## config.mk

```make
export PLATFORM = sky130hd
export DESIGN_NAME = cascaded_balance_pid_core
export DESIGN_NICKNAME = d
export VERILOG_FILES = /design/src/sv/cbp_pkg.sv /design/src/sv/cbp_regs.sv /design/src/sv/cbp_ctrl.sv /design/src/sv/cbp_dp.sv /design/src/sv/cascaded_balance_pid_core.sv
export VERILOG_INCLUDE_DIRS = /design/src /design/src/sv
export SDC_FILE = /design/constraint.sdc
export NUM_CORES = 2
export LEC_CHECK = 0
export BUFFER_PORTS_ARGS = -buffer_cell sky130_fd_sc_hd__buf_2
export CAP_MARGIN = 20
export CORE_MARGIN = 4
export CORE_UTILIZATION = 35
export CTS_CLUSTER_SIZE = 24
export DETAILED_ROUTE_END_ITERATION = 6
export SYNTH_ARGS = -nofsm -noshare
export SYNTH_HDL_FRONTEND = slang
export SYNTH_SLANG_ARGS = --single-unit
```

## constraint.sdc

```tcl
create_clock -name aclk -period 20.9 [get_ports aclk]
set_input_delay 5.225 -clock aclk [delete_from_list [all_inputs] [get_ports aclk]]
set_output_delay 5.225 -clock aclk [all_outputs]
set_load 0.01 [all_outputs]
```

## src/sv/assert_macros.svh

```systemverilog
// Assertion macros shared by the RTL files that carry checks.
`ifndef ASSERT_MACROS_SVH
`define ASSERT_MACROS_SVH

// Same-cycle implication, disabled while reset is asserted.
`define ASSERT_IMPL(label, clk, rst_n, ante, cons) \
    label: assert property (@(posedge clk) disable iff (!(rst_n)) (ante) |-> (cons)) \
        else $error("assertion failed: same-cycle implication");

// Next-cycle implication, disabled while reset is asserted.
`define ASSERT_NEXT(label, clk, rst_n, ante, cons) \
    label: assert property (@(posedge clk) disable iff (!(rst_n)) (ante) |=> (cons)) \
        else $error("assertion failed: next-cycle implication");

`endif

```

## src/sv/cbp_pkg.sv

```systemverilog
// Types, constants and helper functions of the cascaded balance PID core.
package cbp_pkg;

    localparam int GAIN_W  = 32;  // all gains, Q16
    localparam int SPEED_W = 24;  // wheel speed and setpoint, Q8
    localparam int ANGLE_W = 17;  // pitch angle and offset, Q8
    localparam int RATE_W  = 16;  // raw gyro reading
    localparam int LIM_W   = 23;  // integral clamp, Q8
    localparam int DRV_W   = 16;  // drive and correction outputs
    localparam int E_W     = SPEED_W + 1;   // speed error
    localparam int SUM_W   = 40;            // error sum
    localparam int HALF_W  = SUM_W / 2;     // sum split for the shared multiplier
    localparam int MB_W    = 26;            // multiplier operand B
    localparam int PROD_W  = GAIN_W + MB_W; // multiplier product
    localparam int ACC_W   = 74;            // Q24 accumulator
    localparam int Q_W     = ACC_W - 24;    // accumulator integer part
    localparam int ADDR_W  = 5;
    localparam int DATA_W  = 32;

    localparam logic signed [SUM_W-1:0] SUM_MAX = {1'b0, {(SUM_W-1){1'b1}}};
    localparam logic signed [SUM_W-1:0] SUM_MIN = {1'b1, {(SUM_W-1){1'b0}}};
    localparam logic signed [DRV_W-1:0] DRV_MAX = {1'b0, {(DRV_W-1){1'b1}}};
    localparam logic signed [DRV_W-1:0] DRV_MIN = {1'b1, {(DRV_W-1){1'b0}}};

    // Reset values of the configuration registers
    localparam logic signed [SPEED_W-1:0] SPEED_SETPOINT_RST = '0;
    localparam logic signed [GAIN_W-1:0]  SPEED_KP_RST       = -32'sd54067;
    localparam logic signed [GAIN_W-1:0]  SPEED_KI_RST       = -32'sd270;
    localparam logic [LIM_W-1:0]          SPEED_LIMIT_RST    = 23'd768;
    localparam logic signed [GAIN_W-1:0]  ANGLE_KP_RST       = 32'sd4501012;
    localparam logic signed [GAIN_W-1:0]  ANGLE_KD_RST       = 32'sd11796;
    localparam logic signed [ANGLE_W-1:0] ANGLE_OFFSET_RST   = -17'sd589;

    typedef enum logic [2:0] {
        REG_SPEED_SETPOINT = 3'd0,
        REG_SPEED_KP       = 3'd1,
        REG_SPEED_KI       = 3'd2,
        REG_SPEED_LIMIT    = 3'd3,
        REG_ANGLE_KP       = 3'd4,
        REG_ANGLE_KD       = 3'd5,
        REG_ANGLE_OFFSET   = 3'd6
    } reg_idx_t;

    typedef struct packed {
        logic signed [SPEED_W-1:0] speed_setpoint;
        logic signed [GAIN_W-1:0]  speed_kp;
        logic signed [GAIN_W-1:0]  speed_ki;
        logic [LIM_W-1:0]          speed_integral_limit;
        logic signed [GAIN_W-1:0]  angle_kp;
        logic signed [GAIN_W-1:0]  angle_kd;
        logic signed [ANGLE_W-1:0] angle_offset;
    } cfg_t;

    // Datapath commands, one per controller step
    typedef enum logic [3:0] {
        OP_NONE,
        OP_LOAD,
        OP_SUM,
        OP_MUL_ILO,
        OP_MUL_IHI,
        OP_MUL_PE,
        OP_CLAMP,
        OP_ADD_P,
        OP_CORR,
        OP_MUL_AK,
        OP_MUL_KD,
        OP_ADD_D,
        OP_OUT
    } dp_op_t;

    typedef enum logic [3:0] {
        ST_IDLE,
        ST_SUM,
        ST_MUL_ILO,
        ST_MUL_IHI,
        ST_MUL_PE,
        ST_CLAMP,
        ST_ADD_P,
        ST_CORR,
        ST_MUL_AK,
        ST_MUL_KD,
        ST_ADD_D,
        ST_OUT
    } state_t;

    // Q24 to integer: truncate toward zero, then saturate to 16 bits
    function automatic logic signed [DRV_W-1:0] q24_to_s16(input logic signed [ACC_W-1:0] x);
        logic signed [Q_W-1:0]   q;
        logic signed [DRV_W-1:0] r;
        begin
            q = signed'(x[ACC_W-1:24]);
            if (x[ACC_W-1] && (x[23:0] != '0)) begin
                q = q + Q_W'(1);
            end
            if (q > Q_W'(DRV_MAX)) begin
                r = DRV_MAX;
            end else if (q < Q_W'(DRV_MIN)) begin
                r = DRV_MIN;
            end else begin
                r = q[DRV_W-1:0];
            end
            return r;
        end
    endfunction

endpackage

```

## src/sv/cbp_regs.sv

```systemverilog
// APB-style configuration register file of the balance PID core.
module cbp_regs (
    input  logic                        aclk,
    input  logic                        aresetn,
    input  logic                        psel,
    input  logic                        penable,
    input  logic                        pwrite,
    input  logic [cbp_pkg::ADDR_W-1:0]  paddr,
    input  logic [cbp_pkg::DATA_W-1:0]  pwdata,
    output logic [cbp_pkg::DATA_W-1:0]  prdata,
    output logic                        pready,
    output cbp_pkg::cfg_t               cfg
);

    cbp_pkg::cfg_t    cfg_reg;
    cbp_pkg::reg_idx_t idx;
    logic             wr_en;

    assign pready = 1'b1;
    assign wr_en  = psel && penable && pwrite && pready;
    assign idx    = cbp_pkg::reg_idx_t'(paddr[cbp_pkg::ADDR_W-1:2]);
    assign cfg    = cfg_reg;

    always_ff @(posedge aclk) begin
        if (!aresetn) begin
            cfg_reg.speed_setpoint       <= cbp_pkg::SPEED_SETPOINT_RST;
            cfg_reg.speed_kp             <= cbp_pkg::SPEED_KP_RST;
            cfg_reg.speed_ki             <= cbp_pkg::SPEED_KI_RST;
            cfg_reg.speed_integral_limit <= cbp_pkg::SPEED_LIMIT_RST;
            cfg_reg.angle_kp             <= cbp_pkg::ANGLE_KP_RST;
            cfg_reg.angle_kd             <= cbp_pkg::ANGLE_KD_RST;
            cfg_reg.angle_offset         <= cbp_pkg::ANGLE_OFFSET_RST;
        end else if (wr_en) begin
            unique case (idx)
                cbp_pkg::REG_SPEED_SETPOINT:
                    cfg_reg.speed_setpoint <= signed'(pwdata[cbp_pkg::SPEED_W-1:0]);
                cbp_pkg::REG_SPEED_KP: cfg_reg.speed_kp <= signed'(pwdata);
                cbp_pkg::REG_SPEED_KI: cfg_reg.speed_ki <= signed'(pwdata);
                cbp_pkg::REG_SPEED_LIMIT:
                    cfg_reg.speed_integral_limit <= pwdata[cbp_pkg::LIM_W-1:0];
                cbp_pkg::REG_ANGLE_KP: cfg_reg.angle_kp <= signed'(pwdata);
                cbp_pkg::REG_ANGLE_KD: cfg_reg.angle_kd <= signed'(pwdata);
                cbp_pkg::REG_ANGLE_OFFSET:
                    cfg_reg.angle_offset <= signed'(pwdata[cbp_pkg::ANGLE_W-1:0]);
                default: ;
            endcase
        end
    end

    // signed registers read back sign-extended
    always_comb begin
        unique case (idx)
            cbp_pkg::REG_SPEED_SETPOINT:
                prdata = cbp_pkg::DATA_W'(cfg_reg.speed_setpoint);
            cbp_pkg::REG_SPEED_KP: prdata = cfg_reg.speed_kp;
            cbp_pkg::REG_SPEED_KI: prdata = cfg_reg.speed_ki;
            cbp_pkg::REG_SPEED_LIMIT:
                prdata = {{(cbp_pkg::DATA_W-cbp_pkg::LIM_W){1'b0}}, cfg_reg.speed_integral_limit};
            cbp_pkg::REG_ANGLE_KP: prdata = cfg_reg.angle_kp;
            cbp_pkg::REG_ANGLE_KD: prdata = cfg_reg.angle_kd;
            cbp_pkg::REG_ANGLE_OFFSET:
                prdata = cbp_pkg::DATA_W'(cfg_reg.angle_offset);
            default: prdata = '0;
        endcase
    end

endmodule

```

## src/sv/cbp_ctrl.sv

```systemverilog
// Sequencing state machine of the balance PID core: issues one datapath step per cycle unless the output slot is full.
module cbp_ctrl (
    input  logic            aclk,
    input  logic            aresetn,
    input  logic            s_valid,
    output logic            s_ready,
    output logic            m_valid,
    input  logic            m_ready,
    output cbp_pkg::dp_op_t cmd
);

    cbp_pkg::state_t state_reg, state_next;
    logic            m_valid_reg, m_valid_next;
    logic            out_free;

    assign out_free = !m_valid_reg || m_ready;
    assign m_valid  = m_valid_reg;

    always_ff @(posedge aclk) begin
        if (!aresetn) begin
            state_reg   <= cbp_pkg::ST_IDLE;
            m_valid_reg <= 1'b0;
        end else begin
            state_reg   <= state_next;
            m_valid_reg <= m_valid_next;
        end
    end

    always_comb begin
        state_next = state_reg;
        unique case (state_reg)
            cbp_pkg::ST_IDLE:    if (s_valid) state_next = cbp_pkg::ST_SUM;
            cbp_pkg::ST_SUM:     state_next = cbp_pkg::ST_MUL_ILO;
            cbp_pkg::ST_MUL_ILO: state_next = cbp_pkg::ST_MUL_IHI;
            cbp_pkg::ST_MUL_IHI: state_next = cbp_pkg::ST_MUL_PE;
            cbp_pkg::ST_MUL_PE:  state_next = cbp_pkg::ST_CLAMP;
            cbp_pkg::ST_CLAMP:   state_next = cbp_pkg::ST_ADD_P;
            cbp_pkg::ST_ADD_P:   state_next = cbp_pkg::ST_CORR;
            cbp_pkg::ST_CORR:    state_next = cbp_pkg::ST_MUL_AK;
            cbp_pkg::ST_MUL_AK:  state_next = cbp_pkg::ST_MUL_KD;
            cbp_pkg::ST_MUL_KD:  state_next = cbp_pkg::ST_ADD_D;
            cbp_pkg::ST_ADD_D:   state_next = cbp_pkg::ST_OUT;
            cbp_pkg::ST_OUT:     if (out_free) state_next = cbp_pkg::ST_IDLE;
            default:             state_next = cbp_pkg::ST_IDLE;
        endcase
    end

    always_comb begin
        s_ready = 1'b0;
        cmd     = cbp_pkg::OP_NONE;
        unique case (state_reg)
            cbp_pkg::ST_IDLE: begin
                s_ready = 1'b1;
                if (s_valid) cmd = cbp_pkg::OP_LOAD;
            end
            cbp_pkg::ST_SUM:     cmd = cbp_pkg::OP_SUM;
            cbp_pkg::ST_MUL_ILO: cmd = cbp_pkg::OP_MUL_ILO;
            cbp_pkg::ST_MUL_IHI: cmd = cbp_pkg::OP_MUL_IHI;
            cbp_pkg::ST_MUL_PE:  cmd = cbp_pkg::OP_MUL_PE;
            cbp_pkg::ST_CLAMP:   cmd = cbp_pkg::OP_CLAMP;
            cbp_pkg::ST_ADD_P:   cmd = cbp_pkg::OP_ADD_P;
            cbp_pkg::ST_CORR:    cmd = cbp_pkg::OP_CORR;
            cbp_pkg::ST_MUL_AK:  cmd = cbp_pkg::OP_MUL_AK;
            cbp_pkg::ST_MUL_KD:  cmd = cbp_pkg::OP_MUL_KD;
            cbp_pkg::ST_ADD_D:   cmd = cbp_pkg::OP_ADD_D;
            cbp_pkg::ST_OUT:     if (out_free) cmd = cbp_pkg::OP_OUT;
            default:             cmd = cbp_pkg::OP_NONE;
        endcase
    end

    // output slot: loads on OP_OUT, drains when the beat is taken
    always_comb begin
        if (cmd == cbp_pkg::OP_OUT) begin
            m_valid_next = 1'b1;
        end else if (m_ready) begin
            m_valid_next = 1'b0;
        end else begin
            m_valid_next = m_valid_reg;
        end
    end

endmodule

```

## src/sv/cbp_dp.sv

```systemverilog
// Datapath of the balance PID core: error sum, shared multiplier, accumulator, output registers.
module cbp_dp (
    input  logic                                aclk,
    input  logic                                aresetn,
    input  cbp_pkg::dp_op_t                     cmd,
    input  cbp_pkg::cfg_t                       cfg,
    input  logic signed [cbp_pkg::SPEED_W-1:0]  s_wheel_speed,
    input  logic signed [cbp_pkg::ANGLE_W-1:0]  s_pitch_angle,
    input  logic signed [cbp_pkg::RATE_W-1:0]   s_pitch_rate,
    output logic signed [cbp_pkg::DRV_W-1:0]    m_left_drive,
    output logic signed [cbp_pkg::DRV_W-1:0]    m_right_drive,
    output logic signed [cbp_pkg::DRV_W-1:0]    m_speed_correction
);

    localparam int SUM_X = cbp_pkg::SUM_W + 1;
    localparam int LIM_PAD = cbp_pkg::ACC_W - cbp_pkg::LIM_W - 16;

    logic signed [cbp_pkg::E_W-1:0]     e_reg, e_next;
    logic signed [cbp_pkg::ANGLE_W-1:0] pitch_reg;
    logic signed [cbp_pkg::RATE_W-1:0]  rate_reg;
    logic signed [cbp_pkg::SUM_W-1:0]   sum_reg, sum_sat;
    logic signed [SUM_X-1:0]            sum_wide;
    logic signed [cbp_pkg::PROD_W-1:0]  prod_reg, mul_p;
    logic signed [cbp_pkg::GAIN_W-1:0]  mul_a;
    logic signed [cbp_pkg::MB_W-1:0]    mul_b;
    logic signed [cbp_pkg::ACC_W-1:0]   acc_reg, prod_ext, lim_ext, neg_lim;
    logic                               clamp_hi, clamp_lo;
    logic signed [cbp_pkg::MB_W-1:0]    target, aerr;
    logic signed [cbp_pkg::DRV_W-1:0]   corr_reg, left_next, right_next;
    logic signed [cbp_pkg::DRV_W-1:0]   left_reg, right_reg, corr_out_reg;

    assign e_next = {cfg.speed_setpoint[cbp_pkg::SPEED_W-1], cfg.speed_setpoint}
                  - {s_wheel_speed[cbp_pkg::SPEED_W-1], s_wheel_speed};

    assign sum_wide = {sum_reg[cbp_pkg::SUM_W-1], sum_reg}
                    + {{(SUM_X-cbp_pkg::E_W){e_reg[cbp_pkg::E_W-1]}}, e_reg};

    always_comb begin
        if (sum_wide[SUM_X-1] != sum_wide[SUM_X-2]) begin
            sum_sat = sum_wide[SUM_X-1] ? cbp_pkg::SUM_MIN : cbp_pkg::SUM_MAX;
        end else begin
            sum_sat = sum_wide[cbp_pkg::SUM_W-1:0];
        end
    end

    // pitch setpoint = offset + correction in whole degrees
    assign target = {{(cbp_pkg::MB_W-cbp_pkg::ANGLE_W){cfg.angle_offset[cbp_pkg::ANGLE_W-1]}},
                     cfg.angle_offset}
                  + {{(cbp_pkg::MB_W-cbp_pkg::DRV_W-8){corr_reg[cbp_pkg::DRV_W-1]}},
                     corr_reg, 8'b0};
    assign aerr = {{(cbp_pkg::MB_W-cbp_pkg::ANGLE_W){pitch_reg[cbp_pkg::ANGLE_W-1]}}, pitch_reg}
                - target;

    // shared multiplier operand select
    always_comb begin
        mul_a = cfg.speed_ki;
        mul_b = '0;
        case (cmd)
            cbp_pkg::OP_MUL_ILO: begin
                mul_a = cfg.speed_ki;
                mul_b = {{(cbp_pkg::MB_W-cbp_pkg::HALF_W){1'b0}},
                         sum_reg[cbp_pkg::HALF_W-1:0]};
            end
            cbp_pkg::OP_MUL_IHI: begin
                mul_a = cfg.speed_ki;
                mul_b = {{(cbp_pkg::MB_W-cbp_pkg::HALF_W){sum_reg[cbp_pkg::SUM_W-1]}},
                         sum_reg[cbp_pkg::SUM_W-1:cbp_pkg::HALF_W]};
            end
            cbp_pkg::OP_MUL_PE: begin
                mul_a = cfg.speed_kp;
                mul_b = {{(cbp_pkg::MB_W-cbp_pkg::E_W){e_reg[cbp_pkg::E_W-1]}}, e_reg};
            end
            cbp_pkg::OP_MUL_AK: begin
                mul_a = cfg.angle_kp;
                mul_b = aerr;
            end
            cbp_pkg::OP_MUL_KD: begin
                mul_a = cfg.angle_kd;
                mul_b = {{(cbp_pkg::MB_W-cbp_pkg::RATE_W){rate_reg[cbp_pkg::RATE_W-1]}},
                         rate_reg};
            end
            default: ;
        endcase
    end

    assign mul_p = mul_a * mul_b;

    assign prod_ext = {{(cbp_pkg::ACC_W-cbp_pkg::PROD_W){prod_reg[cbp_pkg::PROD_W-1]}},
                       prod_reg};
    assign lim_ext  = {{LIM_PAD{1'b0}}, cfg.speed_integral_limit, 16'b0};
    assign neg_lim  = -lim_ext;
    assign clamp_hi = acc_reg >= lim_ext;
    assign clamp_lo = acc_reg < neg_lim;

    assign left_next  = cbp_pkg::q24_to_s16(acc_reg);
    assign right_next = (left_next == cbp_pkg::DRV_MIN) ? cbp_pkg::DRV_MAX : -left_next;

    // error sum is model state: reset, saturating add, cleared on clamp
    always_ff @(posedge aclk) begin
        if (!aresetn) begin
            sum_reg <= '0;
        end else if (cmd == cbp_pkg::OP_SUM) begin
            sum_reg <= sum_sat;
        end else if (cmd == cbp_pkg::OP_CLAMP && (clamp_hi || clamp_lo)) begin
            sum_reg <= '0;
        end
    end

    always_ff @(posedge aclk) begin
        case (cmd)
            cbp_pkg::OP_LOAD: begin
                e_reg     <= e_next;
                pitch_reg <= s_pitch_angle;
                rate_reg  <= s_pitch_rate;
            end
            cbp_pkg::OP_MUL_ILO: prod_reg <= mul_p;
            cbp_pkg::OP_MUL_IHI: begin
                prod_reg <= mul_p;
                acc_reg  <= prod_ext;
            end
            cbp_pkg::OP_MUL_PE: begin
                prod_reg <= mul_p;
                acc_reg  <= acc_reg + (prod_ext <<< cbp_pkg::HALF_W);
            end
            cbp_pkg::OP_CLAMP: begin
                if (clamp_hi) begin
                    acc_reg <= lim_ext;
                end else if (clamp_lo) begin
                    acc_reg <= neg_lim;
                end
            end
            cbp_pkg::OP_ADD_P:   acc_reg  <= acc_reg + prod_ext;
            cbp_pkg::OP_CORR:    corr_reg <= left_next;
            cbp_pkg::OP_MUL_AK:  prod_reg <= mul_p;
            cbp_pkg::OP_MUL_KD: begin
                prod_reg <= mul_p;
                acc_reg  <= prod_ext;
            end
            cbp_pkg::OP_ADD_D:   acc_reg  <= acc_reg + (prod_ext <<< 8);
            cbp_pkg::OP_OUT: begin
                left_reg     <= left_next;
                right_reg    <= right_next;
                corr_out_reg <= corr_reg;
            end
            default: ;
        endcase
    end

    assign m_left_drive       = left_reg;
    assign m_right_drive      = right_reg;
    assign m_speed_correction = corr_out_reg;

endmodule

```

## src/sv/cascaded_balance_pid_core.sv

```systemverilog
// Top level of the cascaded balance PID core: register file, controller and datapath.
//
//   channel   ports                          direction
//   s_        valid/ready, speed/angle/rate  in   one control tick per beat
//   m_        valid/ready, left/right/corr   out  one result beat per tick
//   apb       psel/penable/pwrite/paddr      in   configuration, pready tied high
//
// A new input beat is accepted only once the previous tick has finished; the 11 steps
// of the sequencer share a single 32x26 multiplier.
// aresetn is synchronous; it clears the error sum, the sequencer and the output slot.
// A finished result waits in the output register; the sequencer stalls in its last
// step only while that register still holds an untaken beat.
`include "assert_macros.svh"

module cascaded_balance_pid_core (
    input  logic                                aclk,
    input  logic                                aresetn,
    input  logic                                s_valid,
    output logic                                s_ready,
    input  logic signed [cbp_pkg::SPEED_W-1:0]  s_wheel_speed,
    input  logic signed [cbp_pkg::ANGLE_W-1:0]  s_pitch_angle,
    input  logic signed [cbp_pkg::RATE_W-1:0]   s_pitch_rate,
    output logic                                m_valid,
    input  logic                                m_ready,
    output logic signed [cbp_pkg::DRV_W-1:0]    m_left_drive,
    output logic signed [cbp_pkg::DRV_W-1:0]    m_right_drive,
    output logic signed [cbp_pkg::DRV_W-1:0]    m_speed_correction,
    input  logic                                psel,
    input  logic                                penable,
    input  logic                                pwrite,
    input  logic [cbp_pkg::ADDR_W-1:0]          paddr,
    input  logic [cbp_pkg::DATA_W-1:0]          pwdata,
    output logic [cbp_pkg::DATA_W-1:0]          prdata,
    output logic                                pready
);

    cbp_pkg::cfg_t   cfg;
    cbp_pkg::dp_op_t cmd;

    cbp_regs u_regs (
        .aclk    (aclk),
        .aresetn (aresetn),
        .psel    (psel),
        .penable (penable),
        .pwrite  (pwrite),
        .paddr   (paddr),
        .pwdata  (pwdata),
        .prdata  (prdata),
        .pready  (pready),
        .cfg     (cfg)
    );

    cbp_ctrl u_ctrl (
        .aclk    (aclk),
        .aresetn (aresetn),
        .s_valid (s_valid),
        .s_ready (s_ready),
        .m_valid (m_valid),
        .m_ready (m_ready),
        .cmd     (cmd)
    );

    cbp_dp u_dp (
        .aclk               (aclk),
        .aresetn            (aresetn),
        .cmd                (cmd),
        .cfg                (cfg),
        .s_wheel_speed      (s_wheel_speed),
        .s_pitch_angle      (s_pitch_angle),
        .s_pitch_rate       (s_pitch_rate),
        .m_left_drive       (m_left_drive),
        .m_right_drive      (m_right_drive),
        .m_speed_correction (m_speed_correction)
    );

    // an accepted beat starts the sequence on the next cycle
    `ASSERT_NEXT(a_accept_starts_sum, aclk, aresetn, s_valid && s_ready, cmd == cbp_pkg::OP_SUM)
    // results never overwrite an untaken beat
    `ASSERT_IMPL(a_out_slot_free, aclk, aresetn, cmd == cbp_pkg::OP_OUT, !m_valid || m_ready)
    // a loaded result is offered on the next cycle
    `ASSERT_NEXT(a_out_offered, aclk, aresetn, cmd == cbp_pkg::OP_OUT, m_valid)
    // no new tick is taken while the sequencer is busy
    `ASSERT_IMPL(a_no_accept_busy, aclk, aresetn, cmd != cbp_pkg::OP_NONE && cmd != cbp_pkg::OP_LOAD, !s_ready)

endmodule
```

**Word-level counts from Yosys, hierarchy flattened**

Index checks and enable logic that the tools add are counted.

- Add/subtract/negate cells: 10
- Multiply operators: 1
- Div/mod/pow operators: 0
- Order comparisons: 4
- Eq/ne operators: 34
- Shifts and indexed selects: 0
- Mux-type cells: 22
- Bitwise operators: 0
- Reductions and logical operators: 24

Operators by type and width:

| operator | count |
|---|---|
| 74-bit one-hot mux with 5 select lines | 1 |
| 32-bit one-hot mux with 7 select lines | 1 |
| 40-bit 2-to-1 mux | 4 |
| 74-bit 2-to-1 mux | 2 |
| 26-bit one-hot mux with 5 select lines | 1 |
| 32-bit one-hot mux with 3 select lines | 1 |
| 4-bit one-hot mux with 12 select lines | 2 |
| 74-bit by 58-bit adder with 74-bit output | 1 |
| 74-bit by 66-bit adder with 74-bit output | 1 |
| 74-bit adder | 1 |
| 74-bit by 40-bit >= comparator with 1-bit output | 1 |
| 74-bit less-than comparator | 1 |
| 39-bit negator with 74-bit output | 1 |
| 32-bit by 26-bit multiplier with 58-bit output | 1 |
| 50-bit by 2-bit adder with 50-bit output (second input constant) | 1 |
| 50-bit by 16-bit greater-than comparator with 1-bit output (second input constant) | 1 |
| 50-bit by 16-bit less-than comparator with 1-bit output (second input constant) | 1 |
| 50-bit 2-to-1 mux | 1 |
| 40-bit by 25-bit adder with 41-bit output | 1 |
| 4-bit == test (second input constant) | 9 |
| 4-bit by 3-bit == test with 1-bit output (second input constant) | 8 |
| 16-bit 2-to-1 mux | 2 |
| 26-bit subtractor | 1 |
| 17-bit by 24-bit adder with 25-bit output | 1 |
| 25 further kinds | 50 |

- Register bits after elaboration: 491
- Bits in latches: 0
- RAM bits: 0
- ROM bits: 0
- Input port bits: 101
- Output and inout port bits: 83
- Logic and storage cells: 114
- Memories: 0

**Logic depth before layout (Yosys ltp)**

- Depth after elaboration: 8
- Depth in mapped cells: 50
- Depth with buffers taken out: 49

**Cells and area by module**

A second synthesis with hierarchy kept.

- Cell total of the unflattened synthesis: 7896
- Area total of the unflattened synthesis: 69061.2 um2

Modules (own cells, without submodules):

| module | times used | cells an instance | area an instance (um2) | seq. area each (um2) |
|---|---|---|---|---|
| cbp_dp | 1 | 6878 | 59653.5 | 8428.1 |
| cbp_regs | 1 | 982 | 9044.9 | 3843.7 |
| cbp_ctrl | 1 | 36 | 362.8 | 100.1 |

**Worst setup path after synthesis**

Ideal clock, no wire load.

- Kind: input -> output
- Start point: input port paddr[2] (netlist name)
- End point: output port prdata[16] (netlist name)
- Arrival: 7.006 ns
- Setup slack: 8.669 ns
- Stages: 5
- Path through: clkbuf_1 -> buf_1 -> buf_1 -> clkbuf_1 -> mux2_2

- Longest elaborated chain between the ends: 2
- Elaborated cells on any way between the ends: 8
- Classes of those cells: 6 x eq/ne; 1 x mux; 1 x reduce/logical

Ends and longest elaborated chain:

| what | line | text |
|---|---|---|
| start, declared | cascaded_balance_pid_core.sv:31 | `input logic [cbp_pkg::ADDR_W-1:0] paddr,` |
| 3-bit == test (tied with other cells) | cbp_regs.sv:52 | `unique case (idx)` |
| 32-bit one-hot mux with 7 select lines (*) | cbp_regs.sv:52 |  |
| end, declared | cascaded_balance_pid_core.sv:33 | `output logic [cbp_pkg::DATA_W-1:0] prdata,` |

Every way passes the cells marked *; elsewhere a longest branch is shown, timed or not.

**Final worst setup path**

- Start point: input port paddr[4] (netlist name)
- End point: output port prdata[1] (netlist name)

The elaborated chain is that of the path after synthesis.

==> run_results.csv <==
group,metric,value,unit
global_routing,grt_pass1_vias,62300,
setup_path,cp_slowest_cell,"nor2_1",
timing,max_slew_margin,0.191,
detailed_routing,wl_per_cell,24.1,um
detailed_routing,first_pass_iters,7,
die,core_area,195000,sq um
place,place.gp.congestion,0.984,
cells_and_area,largest_reg_flops,192,
die,io-pin-count,184,
synth,synth.distinct_cells,102,
timing,final.setup_skew,0.0750,ns
timing,min_period_over_period,0.665,
detailed_routing,ant_nets,0,
place,io_buffers,180,
timing,fin_crit,13.91,ns
synth,ys_seq_elements,491,
cts,ctsResizeCount,0,
synth,netlist_top_cells_area,"fa_1 (25%), edfxtp_1 (11%), ha_1 (9.6%)",
synth,yosys_warnings,0,
die,rows,162,
setup_path,worstSetupStartpointType,"primary input",
timing,slew_viol_final,0,
detailed_routing,drtIter0Drc,6278,
detailed_routing,via_per_inst,5.65,
setup_path,slowest_delay,0.77,ns
setup_path,critPathMaxFanout,36,
synth,synth.avg_cell_area,8.52,sq um
cells_and_area,regArea,12400,sq um
setup_path,cpMostUsedCell,"buf_2",
detailed_routing,drc_errors,10,
place,dpl.hpwl,202,mm
global_routing,antenna_found_initial,10,
synth,async_flop_share,0,
cts,clk_pin_slew,0.06,ns
global_routing,grt_pass1_wl,390,mm
synth,synth_edf_count,254,
timing,finalSetupTns,0,ns
die,dieArea,204000,sq um
synth,syn_nets,9584,
timing,finalSetupViolCount,0,
cts,cts_buffers,59,
setup_path,crit_chain,"buf_2 -> inv_1 -> buf_4 -> nor2_1 -> a22o_1 -> a222oi_1 -> o21ai_1 -> buf_2",
synth,syn_inst,8091,
global_routing,grt_max_degree,103,
worst_hold_path,hold_path_class,"flip-flop to flip-flop",
setup_path,required,15.67,ns
die,die_w,452,um
synth,synth_area,68900,sq um
detailed_routing,drt-total-wl,259,mm
cts,cts_root_buf,"clkbuf_16",
timing,fin_hold_ws,0.465,ns
status,status,"complete, but fails checks",
die,die_height,452,um
synth,seq_area_frac_synth,0.179,
cells_and_area,drive_above_1_share,0.0683,
cts,cts_tree,"built",
synth,synthFlopType,"edfxtp_1",
setup_path,rr_worst_depth,45,
cts,clk_latency,0.72,ns
status,violations,"design-rule violations",
cts,cts.sinks,491,
cts,cts_hold_buf,0,
cells_and_area,n_fill_cell,19800,
cts,cts_buffer_depth,3,
cells_and_area,final_cell_mix,"nand2_1 (1396), inv_1 (1029), fa_1 (862), ha_1 (530), nor2_1 (492)",
cts,postCtsSetupRepairBufs,0,
cts,h-tree-depth,2,
cells_and_area,layout_commonest_cell,"nand2_1",
timing,hold_viol,0,
worst_hold_path,hold_depth,2,
cells_and_area,multi_input_area,51500,sq um
synth,synth.top_cell.area_share,0.250,
global_routing,grtUsageTotal,0.250,
run,drv_cap,0,
setup_path,worst_setup_path_end_kind,"output pin",
die,start_util,0.353,
timing,tightest_slew,1.21,ns
cells_and_area,syn_to_final_growth,8.94,%
cells_and_area,final_nets,9586,
global_routing,overflow,0,
timing,rsz0062_at_grt,"false",
timing,fmax,0.0719,GHz
setup_path,critPathArrivalTime,8.68,ns
setup_path,path_class,"primary input to output pin",
detailed_routing,via_count,60900,
synth,synth_area_leader_cell,"fa_1",
==> layout make-up <==
cell class,count,area share
well taps,2624,0.0437
multi-input cells,6182,0.685
flip-flops and latches,491,0.165
clock inverters,31,0.00453
inverters,1029,0.0514
repair buffers,330,0.0275
diodes,8,0.000267
clock buffers,77,0.0224
==> synth_stat cells (all sizes together) (55+ instances only) <==
| master | n |
|---|---|
| a21boi | 133 |
| a21o | 226 |
| a21oi | 397 |
| and3 | 63 |
| clkbuf | 337 |
| dfxtp | 237 |
| edfxtp | 254 |
| fa | 862 |
| ha | 530 |
| inv | 1029 |
| nand2 | 1399 |
| nand2b | 62 |
| nand3 | 191 |
| nand4 | 119 |
| nor2 | 497 |
| nor2b | 60 |
| nor3 | 83 |
| nor4 | 55 |
| o21a | 63 |
| o21ai | 284 |
| xnor2 | 240 |
| xor2 | 142 |
==> final timing paths <==
kind | from | to | slack [ns]
worst max-delay path | paddr[4] | prdata[1] | 6.99
worst min-delay path | u_dp.sum_reg[0] | u_dp.sum_reg[0] | 0.46
worst max register to register | u_regs.cfg[8] | u_dp.prod_reg[47] | 7.77
worst min register to register | u_dp.sum_reg[0] | u_dp.sum_reg[0] | 0.46
==> critical path, delay by kind of cell <==
family | cells | cell delay, ns
buffers and inverters | 4 | 1.72
AO/OA/AOI/OAI | 3 | 0.93
AND/OR/NAND/NOR | 1 | 0.77
==> metal layers <==
layer  global-route usage  vias to the layer above  wire length [um]
li1                     -                    27200                 -
met5                    0                        -                 0
met1                0.325                    30200            105000
met3               0.0557                      627             24600
met4                0.128                        0             15700
met2                0.392                     2748            114000
==> stage by stage <==
stage / area [sq um] / setup slack, ns / util / instances
after floorplan: 68900 / 8.67 / - / 8091
after global placement: 73000 / 7.01 / 0.374 / 10700
after detailed placement: 73000 / 7.01 / 0.374 / 10700
after CTS: 75000 / 6.98 / 0.384 / 10800
after global routing: 75100 / 6.90 / 0.384 / 10800
final: 75100 / 6.99 / 0.384 / 10800
==> cell families after synthesis <==
family / after synthesis / share of synthesized area
AO/OA/AOI/OAI: 1644 / 0.162
other: 1 / 0.0000544
adder cells (fa/ha/maj): 1393 / 0.347
XOR/XNOR: 382 / 0.0485
buffers and inverters: 1418 / 0.0777
AND/OR/NAND/NOR: 2701 / 0.174
flip-flops: 491 / 0.179
multiplexers: 61 / 0.0109
Power is not shown: default switching activity piles up to over one toggle a cycle in this logic, so the estimate is an artifact.
